$ cat src/rtl/nsr_pkg.sv
// Types and constants for the Newton-Raphson square root block.
// No dependencies; used by the control, divider and top level.
package nsr_pkg;

   localparam int DATA_W    = 32;
   localparam int ROOT_W    = 28;
   localparam int TOL_W     = 25;
   localparam int DIV_STEPS = 32;
   localparam int DIV_CNT_W = $clog2(DIV_STEPS);

   localparam logic [TOL_W-1:0]  TOL_RESET = 25'd6;
   localparam logic [ROOT_W-1:0] ROOT_MAX  = 28'hFFF_FFFF;

   typedef enum logic [2:0] {
      NSR_IDLE,
      NSR_START,
      NSR_WAIT,
      NSR_CHECK,
      NSR_FINISH
   } nsr_state_type;

   typedef struct packed {
      logic              start;
      logic [DATA_W-1:0] rem_init;
      logic [DATA_W-1:0] low_init;
      logic [DATA_W-1:0] divisor;
   } nsr_div_req_type;

   typedef struct packed {
      logic              done;
      logic [DATA_W-1:0] quotient;
   } nsr_div_rsp_type;

endpackage

$ cat src/rtl/nsr_if.sv
// Valid/ready channel interfaces for the square root block.
// No dependencies; used by the top level ports.
interface nsr_req_if;
   logic        valid;
   logic        ready;
   logic [31:0] radicand;
   modport source (output valid, radicand, input ready);
   modport sink   (input valid, radicand, output ready);
endinterface

interface nsr_rsp_if;
   logic        valid;
   logic        ready;
   logic [27:0] root;
   logic        hit_limit;
   modport source (output valid, root, hit_limit, input ready);
   modport sink   (input valid, root, hit_limit, output ready);
endinterface

interface nsr_csr_if;
   logic        valid;
   logic        ready;
   logic [24:0] tolerance;
   modport source (output valid, tolerance, input ready);
   modport sink   (input valid, tolerance, output ready);
endinterface

$ cat src/rtl/newton_square_root.sv
// Q8.24 square root by Newton-Raphson; one item at a time.
// Each Newton step (at most MAX_ITER) starts the shared divider and waits for its done,
// then runs the stop test; a zero radicand skips the divider and goes straight to the result.
// Next item accepted on return to idle.
// Reset: synchronous, clears control and sets tolerance to 6.
// Depends on nsr_pkg, nsr_if, nsr_divider and nsr_newton_ctrl.
module newton_square_root #(
   parameter int MAX_ITER  = 32,
   parameter int FRAC_BITS = 24
) (
   input  logic       clock,
   input  logic       reset,
   nsr_req_if.sink    req_ch,
   nsr_rsp_if.source  rsp_ch,
   nsr_csr_if.sink    csr_ch
);

   logic [nsr_pkg::TOL_W-1:0] tol_ff;
   nsr_pkg::nsr_div_req_type  div_req;
   nsr_pkg::nsr_div_rsp_type  div_rsp;

   assign csr_ch.ready = 1'b1;

   always_ff @(posedge clock) begin
      if (reset) begin
         tol_ff <= nsr_pkg::TOL_RESET;
      end else if (csr_ch.valid) begin
         tol_ff <= csr_ch.tolerance;
      end
   end

   nsr_newton_ctrl #(
      .MAX_ITER  (MAX_ITER),
      .FRAC_BITS (FRAC_BITS)
   ) u_ctrl (
      .clock         (clock),
      .reset         (reset),
      .tolerance     (tol_ff),
      .req_valid     (req_ch.valid),
      .req_radicand  (req_ch.radicand),
      .req_ready     (req_ch.ready),
      .rsp_ready     (rsp_ch.ready),
      .rsp_valid     (rsp_ch.valid),
      .rsp_root      (rsp_ch.root),
      .rsp_hit_limit (rsp_ch.hit_limit),
      .div_req       (div_req),
      .div_rsp       (div_rsp)
   );

   nsr_divider u_div (
      .clock   (clock),
      .reset   (reset),
      .div_req (div_req),
      .div_rsp (div_rsp)
   );

endmodule

$ cat src/rtl/nsr_divider.sv
// Restoring divider, one quotient bit per cycle, 32-bit quotient.
// Depends on nsr_pkg; shared by every Newton step of nsr_newton_ctrl.
module nsr_divider (
   input  logic                    clock,
   input  logic                    reset,
   input  nsr_pkg::nsr_div_req_type div_req,
   output nsr_pkg::nsr_div_rsp_type div_rsp
);

   logic                          busy_ff, busy_in;
   logic                          done_ff, done_in;
   logic [nsr_pkg::DIV_CNT_W-1:0] count_ff, count_in;
   logic [nsr_pkg::DATA_W-1:0]    rem_ff, rem_in;
   logic [nsr_pkg::DATA_W-1:0]    quo_ff, quo_in;
   logic [nsr_pkg::DATA_W-1:0]    div_ff, div_in;
   logic [nsr_pkg::DATA_W:0]      shifted_w;
   logic [nsr_pkg::DATA_W:0]      diff_w;
   logic                          fits_w;

   assign shifted_w = {rem_ff, quo_ff[nsr_pkg::DATA_W-1]};
   assign diff_w    = shifted_w - {1'b0, div_ff};
   assign fits_w    = shifted_w >= {1'b0, div_ff};

   always_comb begin
      busy_in  = busy_ff;
      done_in  = 1'b0;
      count_in = count_ff;
      rem_in   = rem_ff;
      quo_in   = quo_ff;
      div_in   = div_ff;
      if (div_req.start) begin
         busy_in  = 1'b1;
         count_in = '0;
         rem_in   = div_req.rem_init;
         quo_in   = div_req.low_init;
         div_in   = div_req.divisor;
      end else if (busy_ff) begin
         rem_in   = fits_w ? diff_w[nsr_pkg::DATA_W-1:0]
                           : shifted_w[nsr_pkg::DATA_W-1:0];
         quo_in   = {quo_ff[nsr_pkg::DATA_W-2:0], fits_w};
         count_in = count_ff + 1'b1;
         if (count_ff == nsr_pkg::DIV_CNT_W'(nsr_pkg::DIV_STEPS - 1)) begin
            busy_in = 1'b0;
            done_in = 1'b1;
         end
      end
   end

   always_ff @(posedge clock) begin
      if (reset) begin
         busy_ff  <= 1'b0;
         done_ff  <= 1'b0;
         count_ff <= '0;
      end else begin
         busy_ff  <= busy_in;
         done_ff  <= done_in;
         count_ff <= count_in;
      end
   end

   always_ff @(posedge clock) begin
      rem_ff <= rem_in;
      quo_ff <= quo_in;
      div_ff <= div_in;
   end

   assign div_rsp.done     = done_ff;
   assign div_rsp.quotient = quo_ff;

endmodule

$ cat src/rtl/nsr_newton_ctrl.sv
// Newton step sequencer: guess register, step count, stop test, result register.
// Depends on nsr_pkg; drives nsr_divider through the request struct.
module nsr_newton_ctrl #(
   parameter int MAX_ITER  = 32,
   parameter int FRAC_BITS = 24
) (
   input  logic                     clock,
   input  logic                     reset,
   input  logic [nsr_pkg::TOL_W-1:0] tolerance,
   input  logic                     req_valid,
   input  logic [nsr_pkg::DATA_W-1:0] req_radicand,
   output logic                     req_ready,
   input  logic                     rsp_ready,
   output logic                     rsp_valid,
   output logic [nsr_pkg::ROOT_W-1:0] rsp_root,
   output logic                     rsp_hit_limit,
   output nsr_pkg::nsr_div_req_type  div_req,
   input  nsr_pkg::nsr_div_rsp_type  div_rsp
);

   localparam int ITER_W = $clog2(MAX_ITER + 1);
   localparam logic [nsr_pkg::DATA_W-1:0] GUESS_ONE = nsr_pkg::DATA_W'(1) << FRAC_BITS;

   nsr_pkg::nsr_state_type        state_ff, state_in;
   logic [nsr_pkg::DATA_W-1:0]    rad_ff, rad_in;
   logic [nsr_pkg::DATA_W-1:0]    guess_ff, guess_in;
   logic [nsr_pkg::DATA_W-1:0]    next_ff, next_in;
   logic [ITER_W-1:0]             iter_ff, iter_in;
   logic                          limit_ff, limit_in;
   logic                          rsp_valid_ff, rsp_valid_in;
   logic [nsr_pkg::ROOT_W-1:0]    root_ff, root_in;
   logic                          hit_ff, hit_in;

   logic [nsr_pkg::DATA_W+FRAC_BITS-1:0] num_w;
   logic [nsr_pkg::DATA_W:0]             sum_w;
   logic [nsr_pkg::DATA_W-1:0]           delta_w;

   assign num_w   = {rad_ff, {FRAC_BITS{1'b0}}};
   assign sum_w   = (nsr_pkg::DATA_W+1)'(guess_ff) + (nsr_pkg::DATA_W+1)'(div_rsp.quotient);
   assign delta_w = (guess_ff > next_ff) ? guess_ff - next_ff : next_ff - guess_ff;

   always_comb begin
      state_in     = state_ff;
      rad_in       = rad_ff;
      guess_in     = guess_ff;
      next_in      = next_ff;
      iter_in      = iter_ff;
      limit_in     = limit_ff;
      root_in      = root_ff;
      hit_in       = hit_ff;
      rsp_valid_in = rsp_valid_ff & ~rsp_ready;
      req_ready    = 1'b0;

      div_req.start    = 1'b0;
      div_req.rem_init = nsr_pkg::DATA_W'(num_w[nsr_pkg::DATA_W+FRAC_BITS-1:nsr_pkg::DATA_W]);
      div_req.low_init = num_w[nsr_pkg::DATA_W-1:0];
      div_req.divisor  = (guess_ff == '0) ? nsr_pkg::DATA_W'(1) : guess_ff;

      unique case (state_ff)
         nsr_pkg::NSR_IDLE: begin
            req_ready = 1'b1;
            if (req_valid) begin
               rad_in   = req_radicand;
               iter_in  = '0;
               limit_in = 1'b0;
               if (req_radicand == '0) begin
                  guess_in = '0;
                  state_in = nsr_pkg::NSR_FINISH;
               end else begin
                  guess_in = GUESS_ONE;
                  state_in = nsr_pkg::NSR_START;
               end
            end
         end
         nsr_pkg::NSR_START: begin
            div_req.start = 1'b1;
            state_in      = nsr_pkg::NSR_WAIT;
         end
         nsr_pkg::NSR_WAIT: begin
            if (div_rsp.done) begin
               next_in  = sum_w[nsr_pkg::DATA_W:1];
               state_in = nsr_pkg::NSR_CHECK;
            end
         end
         nsr_pkg::NSR_CHECK: begin
            if (delta_w < nsr_pkg::DATA_W'(tolerance)) begin
               limit_in = 1'b0;
               state_in = nsr_pkg::NSR_FINISH;
            end else begin
               guess_in = next_ff;
               if (iter_ff == ITER_W'(MAX_ITER - 1)) begin
                  limit_in = 1'b1;
                  state_in = nsr_pkg::NSR_FINISH;
               end else begin
                  iter_in  = iter_ff + 1'b1;
                  state_in = nsr_pkg::NSR_START;
               end
            end
         end
         nsr_pkg::NSR_FINISH: begin
            if (!rsp_valid_ff || rsp_ready) begin
               rsp_valid_in = 1'b1;
               root_in      = (guess_ff > nsr_pkg::DATA_W'(nsr_pkg::ROOT_MAX))
                              ? nsr_pkg::ROOT_MAX : guess_ff[nsr_pkg::ROOT_W-1:0];
               hit_in       = limit_ff;
               state_in     = nsr_pkg::NSR_IDLE;
            end
         end
         default: state_in = nsr_pkg::NSR_IDLE;
      endcase
   end

   always_ff @(posedge clock) begin
      if (reset) begin
         state_ff     <= nsr_pkg::NSR_IDLE;
         rsp_valid_ff <= 1'b0;
         iter_ff      <= '0;
         limit_ff     <= 1'b0;
      end else begin
         state_ff     <= state_in;
         rsp_valid_ff <= rsp_valid_in;
         iter_ff      <= iter_in;
         limit_ff     <= limit_in;
      end
   end

   always_ff @(posedge clock) begin
      rad_ff   <= rad_in;
      guess_ff <= guess_in;
      next_ff  <= next_in;
      root_ff  <= root_in;
      hit_ff   <= hit_in;
   end

   assign rsp_valid     = rsp_valid_ff;
   assign rsp_root      = root_ff;
   assign rsp_hit_limit = hit_ff;

endmodule

$ cat src/flat_wrapper.sv
// flat-port wrapper written by rule: the top's interface ports become plain ports
module newton_square_root_flat 
#(
   parameter int MAX_ITER  = 32,
   parameter int FRAC_BITS = 24
)
  (clock, reset, req_ch_valid, req_ch_radicand, req_ch_ready, rsp_ch_valid, rsp_ch_root, rsp_ch_hit_limit, rsp_ch_ready, csr_ch_valid, csr_ch_tolerance, csr_ch_ready);
  nsr_req_if req_ch_i ();
  nsr_rsp_if rsp_ch_i ();
  nsr_csr_if csr_ch_i ();
  input  logic clock;
  input  logic reset;
  input wire logic [$bits(req_ch_i.valid)-1:0] req_ch_valid;
  input wire logic [$bits(req_ch_i.radicand)-1:0] req_ch_radicand;
  output wire logic [$bits(req_ch_i.ready)-1:0] req_ch_ready;
  output wire logic [$bits(rsp_ch_i.valid)-1:0] rsp_ch_valid;
  output wire logic [$bits(rsp_ch_i.root)-1:0] rsp_ch_root;
  output wire logic [$bits(rsp_ch_i.hit_limit)-1:0] rsp_ch_hit_limit;
  input wire logic [$bits(rsp_ch_i.ready)-1:0] rsp_ch_ready;
  input wire logic [$bits(csr_ch_i.valid)-1:0] csr_ch_valid;
  input wire logic [$bits(csr_ch_i.tolerance)-1:0] csr_ch_tolerance;
  output wire logic [$bits(csr_ch_i.ready)-1:0] csr_ch_ready;
  assign req_ch_i.valid = req_ch_valid;
  assign req_ch_i.radicand = req_ch_radicand;
  assign req_ch_ready = req_ch_i.ready;
  assign rsp_ch_valid = rsp_ch_i.valid;
  assign rsp_ch_root = rsp_ch_i.root;
  assign rsp_ch_hit_limit = rsp_ch_i.hit_limit;
  assign rsp_ch_i.ready = rsp_ch_ready;
  assign csr_ch_i.valid = csr_ch_valid;
  assign csr_ch_i.tolerance = csr_ch_tolerance;
  assign csr_ch_ready = csr_ch_i.ready;
  newton_square_root #(.MAX_ITER(MAX_ITER), .FRAC_BITS(FRAC_BITS)) u_core (.clock(clock), .reset(reset), .req_ch(req_ch_i), .rsp_ch(rsp_ch_i), .csr_ch(csr_ch_i));
endmodule
$ cat config.mk
export PLATFORM = sky130hd
export DESIGN_NAME = newton_square_root_flat
export DESIGN_NICKNAME = d
export VERILOG_FILES = /design/src/rtl/nsr_pkg.sv /design/src/rtl/nsr_if.sv /design/src/rtl/newton_square_root.sv /design/src/rtl/nsr_divider.sv /design/src/rtl/nsr_newton_ctrl.sv /design/src/flat_wrapper.sv
export SDC_FILE = /design/constraint.sdc
export NUM_CORES = 1
export LEC_CHECK = 0
export ABC_AREA = 1
export BUFFER_PORTS_ARGS = -buffer_cell sky130_fd_sc_hd__buf_2
export CAP_MARGIN = 15
export CORE_MARGIN = 2
export CORE_UTILIZATION = 68
export CTS_CLUSTER_SIZE = 28
export DETAILED_ROUTE_END_ITERATION = 8
export PLACE_DENSITY = 0.9
export SKIP_CTS_REPAIR_TIMING = 1
export SLEW_MARGIN = 20
export SYNTH_ARGS = -nofsm -noshare
export SYNTH_HDL_FRONTEND = slang
export SYNTH_SLANG_ARGS = --single-unit
$ cat constraint.sdc
create_clock -name clock -period 7.6 [get_ports clock]
set_clock_uncertainty 0.05 [all_clocks]
set_input_delay 1.52 -clock clock [delete_from_list [all_inputs] [get_ports clock]]
set_output_delay 1.52 -clock clock [all_outputs]
set_load 0.05 [all_outputs]
==> flow_summary.ini, run 1 <==
[sta]
max_slew_margin_pct = 21.8
rsz0062_at_grt = no
min_period_ps = 5740
fin_ws_ps = 1860
max_slew.worst_pin.slew_ps = 1170
min_period_over_period_pct = 75.6
fmax_mhz = 174
setup_viol = 0
finalSetupTns_ps = 0
hold_viol_final = 0
maxSlewViolCount = 0

[global_routing]
grt_pass1_vias = 15600
grt_use_total_pct = 37.0
gr-total-overflow = 0
antenna_found_initial = 0
grt_first_pass_wirelength_um = 81700
grt_max_degree = 88

[clock_tree]
clock_latency_ps = 560
clock_path_buffers = 3
cts_sinks = 264
numCtsBuffers = 28
htreeDepth = 1
cts_tree = yes
clockRootBuffer = clkbuf_16
cts.clk_slew.worst_paths_ps = 60

[drt]
drt-total-wl_um = 52600
wl_per_cell_um = 19.1
dr.pass1.iters = 9
drc = 0
drt_iter0_markers = 2029
drtAntennaViolNets = 0
vias = 16400
via_per_inst = 5.98

[pwr]
power_frac_seq_pct = 35.6
combPwrFrac_pct = 38.2
p_total_mw = 5.45
ir_drop_uv = 318
leakage_nw = 9.29
p_sw_share_pct = 38.4
p_sw_mw = 2.09
power_density_mw_per_mm2 = 278
intPower_mw = 3.36
p_clk_share_pct = 26.2

[logic_synthesis]
syn_avg_cell_area_sq_um = 7.69
synth-seq-cells = 264
yosysTopAreaCellShare_pct = 31.7
syn-num-nets = 2550
synth.most_common_cell = nand2_1
synth_edf_count = 189
yosysWarnings = 0
synth_top_flop_cell = edfxtp_1
yosysTopAreaCell = edfxtp_1
synth_cell_types = 54
syn_area_sq_mm = 0.0179
synth_seq_area_share_pct = 40.0
synth_commonest_cells = 635 x nand2_1, 382 x inv_1, 189 x edfxtp_1
syn_inst = 2331
async_flop_share_pct = 0
synth_area_leaders = edfxtp_1 32%, nand2_1 13%, ha_1 11%

[outcome]
status = finished, final reports clean

[critical_path]
slowest_delay_ps = 490
r2r_start = u_core.u_ctrl.guess_ff[4]
cp.required_ps = 7730
endpoint_kind = flop
worstSetupStartpointType = flop
crit_top_cell = nand2_1
timing.rr.end = u_core.u_ctrl.guess_ff[2]
reg2reg_slack_ps = 1860
worst-path-max-fanout = 34
r2r_cells = 27
crit_type = flop to flop
critPathArrivalTime_ps = 5880
slowest_stage = edfxtp_1
cp_num_buf_inv = 5
crit_family = simple AND/OR/NAND/NOR gates

[floorplan]
die_area_sq_mm = 0.0277
core_area_sq_mm = 0.0260
fp.dieH_um = 166
rows = 59
io_pins = 94
fp.dieW_um = 166
start_util_pct = 69.0

[placement]
place_area_sq_mm = 0.0186
dp_hpwl_um = 39900
dp_slack_ps = 2120
placement.io_buffers = 92
gp_congestion = 1.06

[layout]
multi_input_area_sq_mm = 0.00903
nets = 2611
layout-drive-gt1-share_pct = 7.79
seqCellArea_sq_mm = 0.00718
area_growth_pct = 9.24
n_fill_cell = 1906
design_area_sq_mm = 0.0196
num_antenna_cells = 0

[worst_hold_path]
hp-class = flop to flop
hold_depth = 0
min_to = u_core.u_ctrl.rsp_hit_limit
hold_path.startpoint = u_core.u_ctrl.limit_ff

[run]
max_cap_viol_count = 0
-- worst register-to-register path, delay by kind of cell, from the launching register on --
kind	cells	cell delay, ps
AND/OR/NAND/NOR	15	2570
adder cells (fa/ha/maj)	2	700
buffers and inverters	5	970
XOR/XNOR	1	150
flip-flops	1	490
AO/OA/AOI/OAI	4	420
-- per-stage QoR --
stage / cells / utilization (%) / hold WS [ps]
after CTS: 2749 / 75.4 / 408
final: 2749 / 75.4 / 412
after detailed placement: 2697 / 71.7 / 392
after global placement: 2697 / 71.7 / 398
after floorplan: 2331 / - / 359
after global routing: 2749 / 75.4 / 420
-- layer usage --
layer	up-vias	global-route usage [%]	share of wire [%]	routed length, um
met5	-	0	0	0
met4	0	14.5	4.3	2280
met3	150	5.31	9.7	5100
met2	940	59.5	45	23800
met1	7631	50.8	41	21400
li1	7726	-	-	-
-- sequential cells by signal, summed over array words and instances, names as in the netlist, 3 cells and up --
register,flops
u_core.u_ctrl.guess_ff,32
u_core.u_ctrl.next_ff,32
u_core.u_ctrl.rad_ff,32
u_core.u_div.div_ff,32
u_core.u_div.quo_ff,32
u_core.u_div.rem_ff,32
u_core.u_ctrl.rsp_root,28
u_core.tol_ff,25
u_core.u_ctrl.iter_ff,6
u_core.u_div.count_ff,5
u_core.u_ctrl.state_ff,3
-- worst max-delay path by stage --
stage / depth (start not counted) / startpoint / to
after floorplan: 32 / u_core.u_ctrl.guess_ff[0] / u_core.u_ctrl.guess_ff[0]
after global placement: 27 / u_core.u_ctrl.guess_ff[7] / u_core.u_ctrl.guess_ff[1]
after detailed placement: 22 / u_core.u_ctrl.guess_ff[1] / u_core.u_ctrl.guess_ff[2]
after CTS: 30 / u_core.u_ctrl.guess_ff[12] / u_core.u_ctrl.guess_ff[2]
after global routing: 30 / u_core.u_ctrl.guess_ff[12] / u_core.u_ctrl.guess_ff[2]
final: 27 / u_core.u_ctrl.guess_ff[4] / u_core.u_ctrl.guess_ff[2]
-- power by group through the flow --
| stage | registers (mW) | logic, mW | clock network [mW] |
|---|---|---|---|
| detailed placement | 1.95 | 1.99 | 0 |
| global placement | 1.95 | 1.92 | 0 |
| finish | 1.94 | 2.08 | 1.43 |
| floorplan | 1.89 | 1.54 | 0 |
| CTS | 1.93 | 2.03 | 1.43 |
| global route | 1.95 | 2.30 | 1.49 |
-- cells in the final DEF (no fill, tap or decap), types with 8 or more instances in the layout --
| master | instances |
|---|---|
| buf_2 | 92 |
| nor2_1 | 168 |
| clkbuf_16 | 29 |
| ha_1 | 153 |
| o21ai_0 | 123 |
| nand4_1 | 17 |
| nand2_1 | 635 |
| a22oi_1 | 25 |
| nor4_1 | 17 |
| xor2_1 | 37 |
| nand3_1 | 79 |
| xnor2_1 | 46 |
| inv_1 | 382 |
| edfxtp_1 | 189 |
| dfxtp_1 | 75 |
| a22o_1 | 9 |
| o21bai_1 | 8 |
| a21oi_1 | 166 |
| o21a_1 | 12 |
| nor3_1 | 14 |
| buf_4 | 11 |
-- layout make-up --
class / instances / share of cell area, %
clock buffers: 42 / 4.26
well taps: 335 / 2.14
flip-flops and latches: 264 / 36.6
repair buffers: 103 / 2.77
multi-input cells: 1607 / 46.1
inverters: 388 / 7.45
clock inverters: 10 / 0.639
-- logic make-up after synthesis --
family                   synth area share (%)
XOR/XNOR                                 4.05
AND/OR/NAND/NOR                          22.4
flip-flops                               40.0
AO/OA/AOI/OAI                            12.5
adder cells (fa/ha/maj)                  11.1
multiplexers                            0.112
other                                  0.0209
buffers and inverters                    9.81
Power figures use the tool's default switching activity.
==> run 2, diff against run 1 <==
Settings changed: CORE_UTILIZATION 68 to 57, PLACE_DENSITY 0.9 to 0.81.
Clock period 7.6 ns to 5.1 ns, I/O delays scaled along.
==> run 2 against run 1 <==
Die area grew 19%. First-iteration DRC count decreased by 20%. Register-to-register slack worse by 1500 ps. Non-clock buffer count rose by 67. Sequential share of layout area down 1.2 points. Final cell count is 4.8% higher. Combinational power increased by 58%. Routed wire length increased by 5.3%. Sequential power is 46% higher.
==> flow_summary.ini, run 2 (same netlist as run 1, synthesis figures left out) <==
[sta]
hold_viol_final = 0
min_period_ps = 4780
rsz0062_at_grt = no
max_slew.worst_pin.slew_ps = 1150
min_period_over_period_pct = 93.7
finalSetupTns_ps = 0
setup_viol = 0
fmax_mhz = 209
maxSlewViolCount = 0
max_slew_margin_pct = 22.8
worst_hold_slack_ps = 423

[placement]
dp_hpwl_um = 43500
dpl.cell_count = 2818
placement.io_buffers = 92
gp_congestion = 0.989

[worst_hold_path]
hp-class = flop to flop

[floorplan]
die_area_sq_mm = 0.0329
core_area_sq_mm = 0.0307
rows = 64
fp.dieH_um = 181
start_util_pct = 58.3
io_pins = 94
fp.dieW_um = 181

[global_routing]
grt_use_total_pct = 32.7
grt_pass1_vias = 15000
gr-total-overflow = 0
antenna_found_initial = 0
grt_max_degree = 88
grt_first_pass_wirelength_um = 84000

[drt]
via_per_inst = 5.64
drt_iter0_markers = 1633
dr.pass1.iters = 6
wl_per_cell_um = 19.2
vias = 16300
drc = 0
drtAntennaViolNets = 0
drt-total-wl_um = 55400

[critical_path]
critPathArrivalTime_ps = 5000
worst-path-max-fanout = 8
crit_type = flop to flop
endpoint_kind = flop
worstSetupStartpointType = flop
cp.required_ps = 5320
reg2reg_slack_ps = 320

[run]
max_cap_viol_count = 0

[pwr]
ir_drop_uv = 278
leakage_nw = 9.62
power_density_mw_per_mm2 = 406

[clock_tree]
numCtsBuffers = 29
clockRootBuffer = clkbuf_16
clock_path_buffers = 3
cts_sinks = 264
cts_tree = yes
cts.clk_slew.worst_paths_ps = 60
clock_latency_ps = 570
htreeDepth = 1

[layout]
seqCellArea_sq_mm = 0.00718
multi_input_area_sq_mm = 0.00908
num_antenna_cells = 0
nets = 2680
mostFrequentLayoutCell = nand2_1
area_growth_pct = 13.0
layout-drive-gt1-share_pct = 10.6
n_fill_cell = 2580
stdcell_count = 2880
layout_common_cells = 632 x nand2_1, 380 x inv_1, 189 x edfxtp_1

[outcome]
status = finished, final reports clean
[run 2: changes by cell type in the layout (fill, tap and decap cells not counted), sizes merged]
| cell | change |
|---|---|
| buf | +65 |
| bufinv | -1 |
| clkbuf | +3 |
| clkinv | -1 |
| clkinvlp | +3 |
| nand2 | +1 |
[run 2: worst paths after layout]
check,cells past startpoint,to,from
worst max-delay path,27,u_core.u_ctrl.guess_ff[0],u_core.u_ctrl.guess_ff[19]
worst min-delay path,2,u_core.u_div.rem_ff[30],u_core.u_div.rem_ff[30]
worst max register to register,27,u_core.u_ctrl.guess_ff[0],u_core.u_ctrl.guess_ff[19]
worst min register to register,2,u_core.u_div.rem_ff[30],u_core.u_div.rem_ff[30]
[run 2: area by class of cell]
type                            count  area share [%]
Multi-Input combinational cell   1608            44.8
Sequential cell                   264            35.4
Inverter                          388            7.20
Timing Repair Buffer              170            5.42
Clock buffer                       43            4.09
Tap cell                          396            2.45
Clock inverter                     11           0.605
[run 2: metrics by stage]
| step | total power, mW | util (%) | setup slack, ps | cell area (sq um) |
|---|---|---|---|---|
| final | 8.22 | 65.9 | 321 | 20300 |
| after global routing | 8.69 | 65.9 | 21.5 | 20300 |
| after CTS | 8.11 | 65.4 | 144 | 20100 |
| after detailed placement | 6.01 | 62.3 | 205 | 19200 |
| after global placement | 5.93 | 62.3 | 327 | 19200 |
| after floorplan | 5.12 | - | 303 | 17900 |
[run 2: power by group]
group	switching, mW	total (mW)	leakage [nW]	internal, mW
clock network	0.878	2.11	0.454	1.23
logic	2.13	3.28	6.78	1.16
registers	0.161	2.83	2.38	2.67
total	3.16	8.22	9.62	5.06
[run 2: routing by layer]
| metal | wire (um) | vias to the layer above | track usage [%] |
|---|---|---|---|
| li1 | - | 7865 | - |
| met1 | 24700 | 7643 | 47.0 |
| met2 | 25300 | 675 | 53.1 |
| met3 | 4280 | 70 | 3.89 |
| met4 | 1070 | 0 | 7.25 |
| met5 | 0 | - | 0 |
[run 2: critical path: stages, from the launching register on]
cell       delay (ps)
edfxtp_1          480
inv_1             100
ha_1              350
nand2_1           190
inv_1              80
nand2_1            60
nand2_1           100
nand2_1            80
nand2_1            60
a21oi_1           260
nand2_4           140
nand2_8           140
mux2i_2           220
xor2_1            170
inv_1              60
ha_1              290
nand2_1            50
o21a_1            180
o211ai_1          280
nand2_1           100
nand2_1           100
nand2_1            70
nand2_2            90
nand3_2           130
nand3_2           110
nand2_1           100
nand2_4           220
clkbuf_16         200
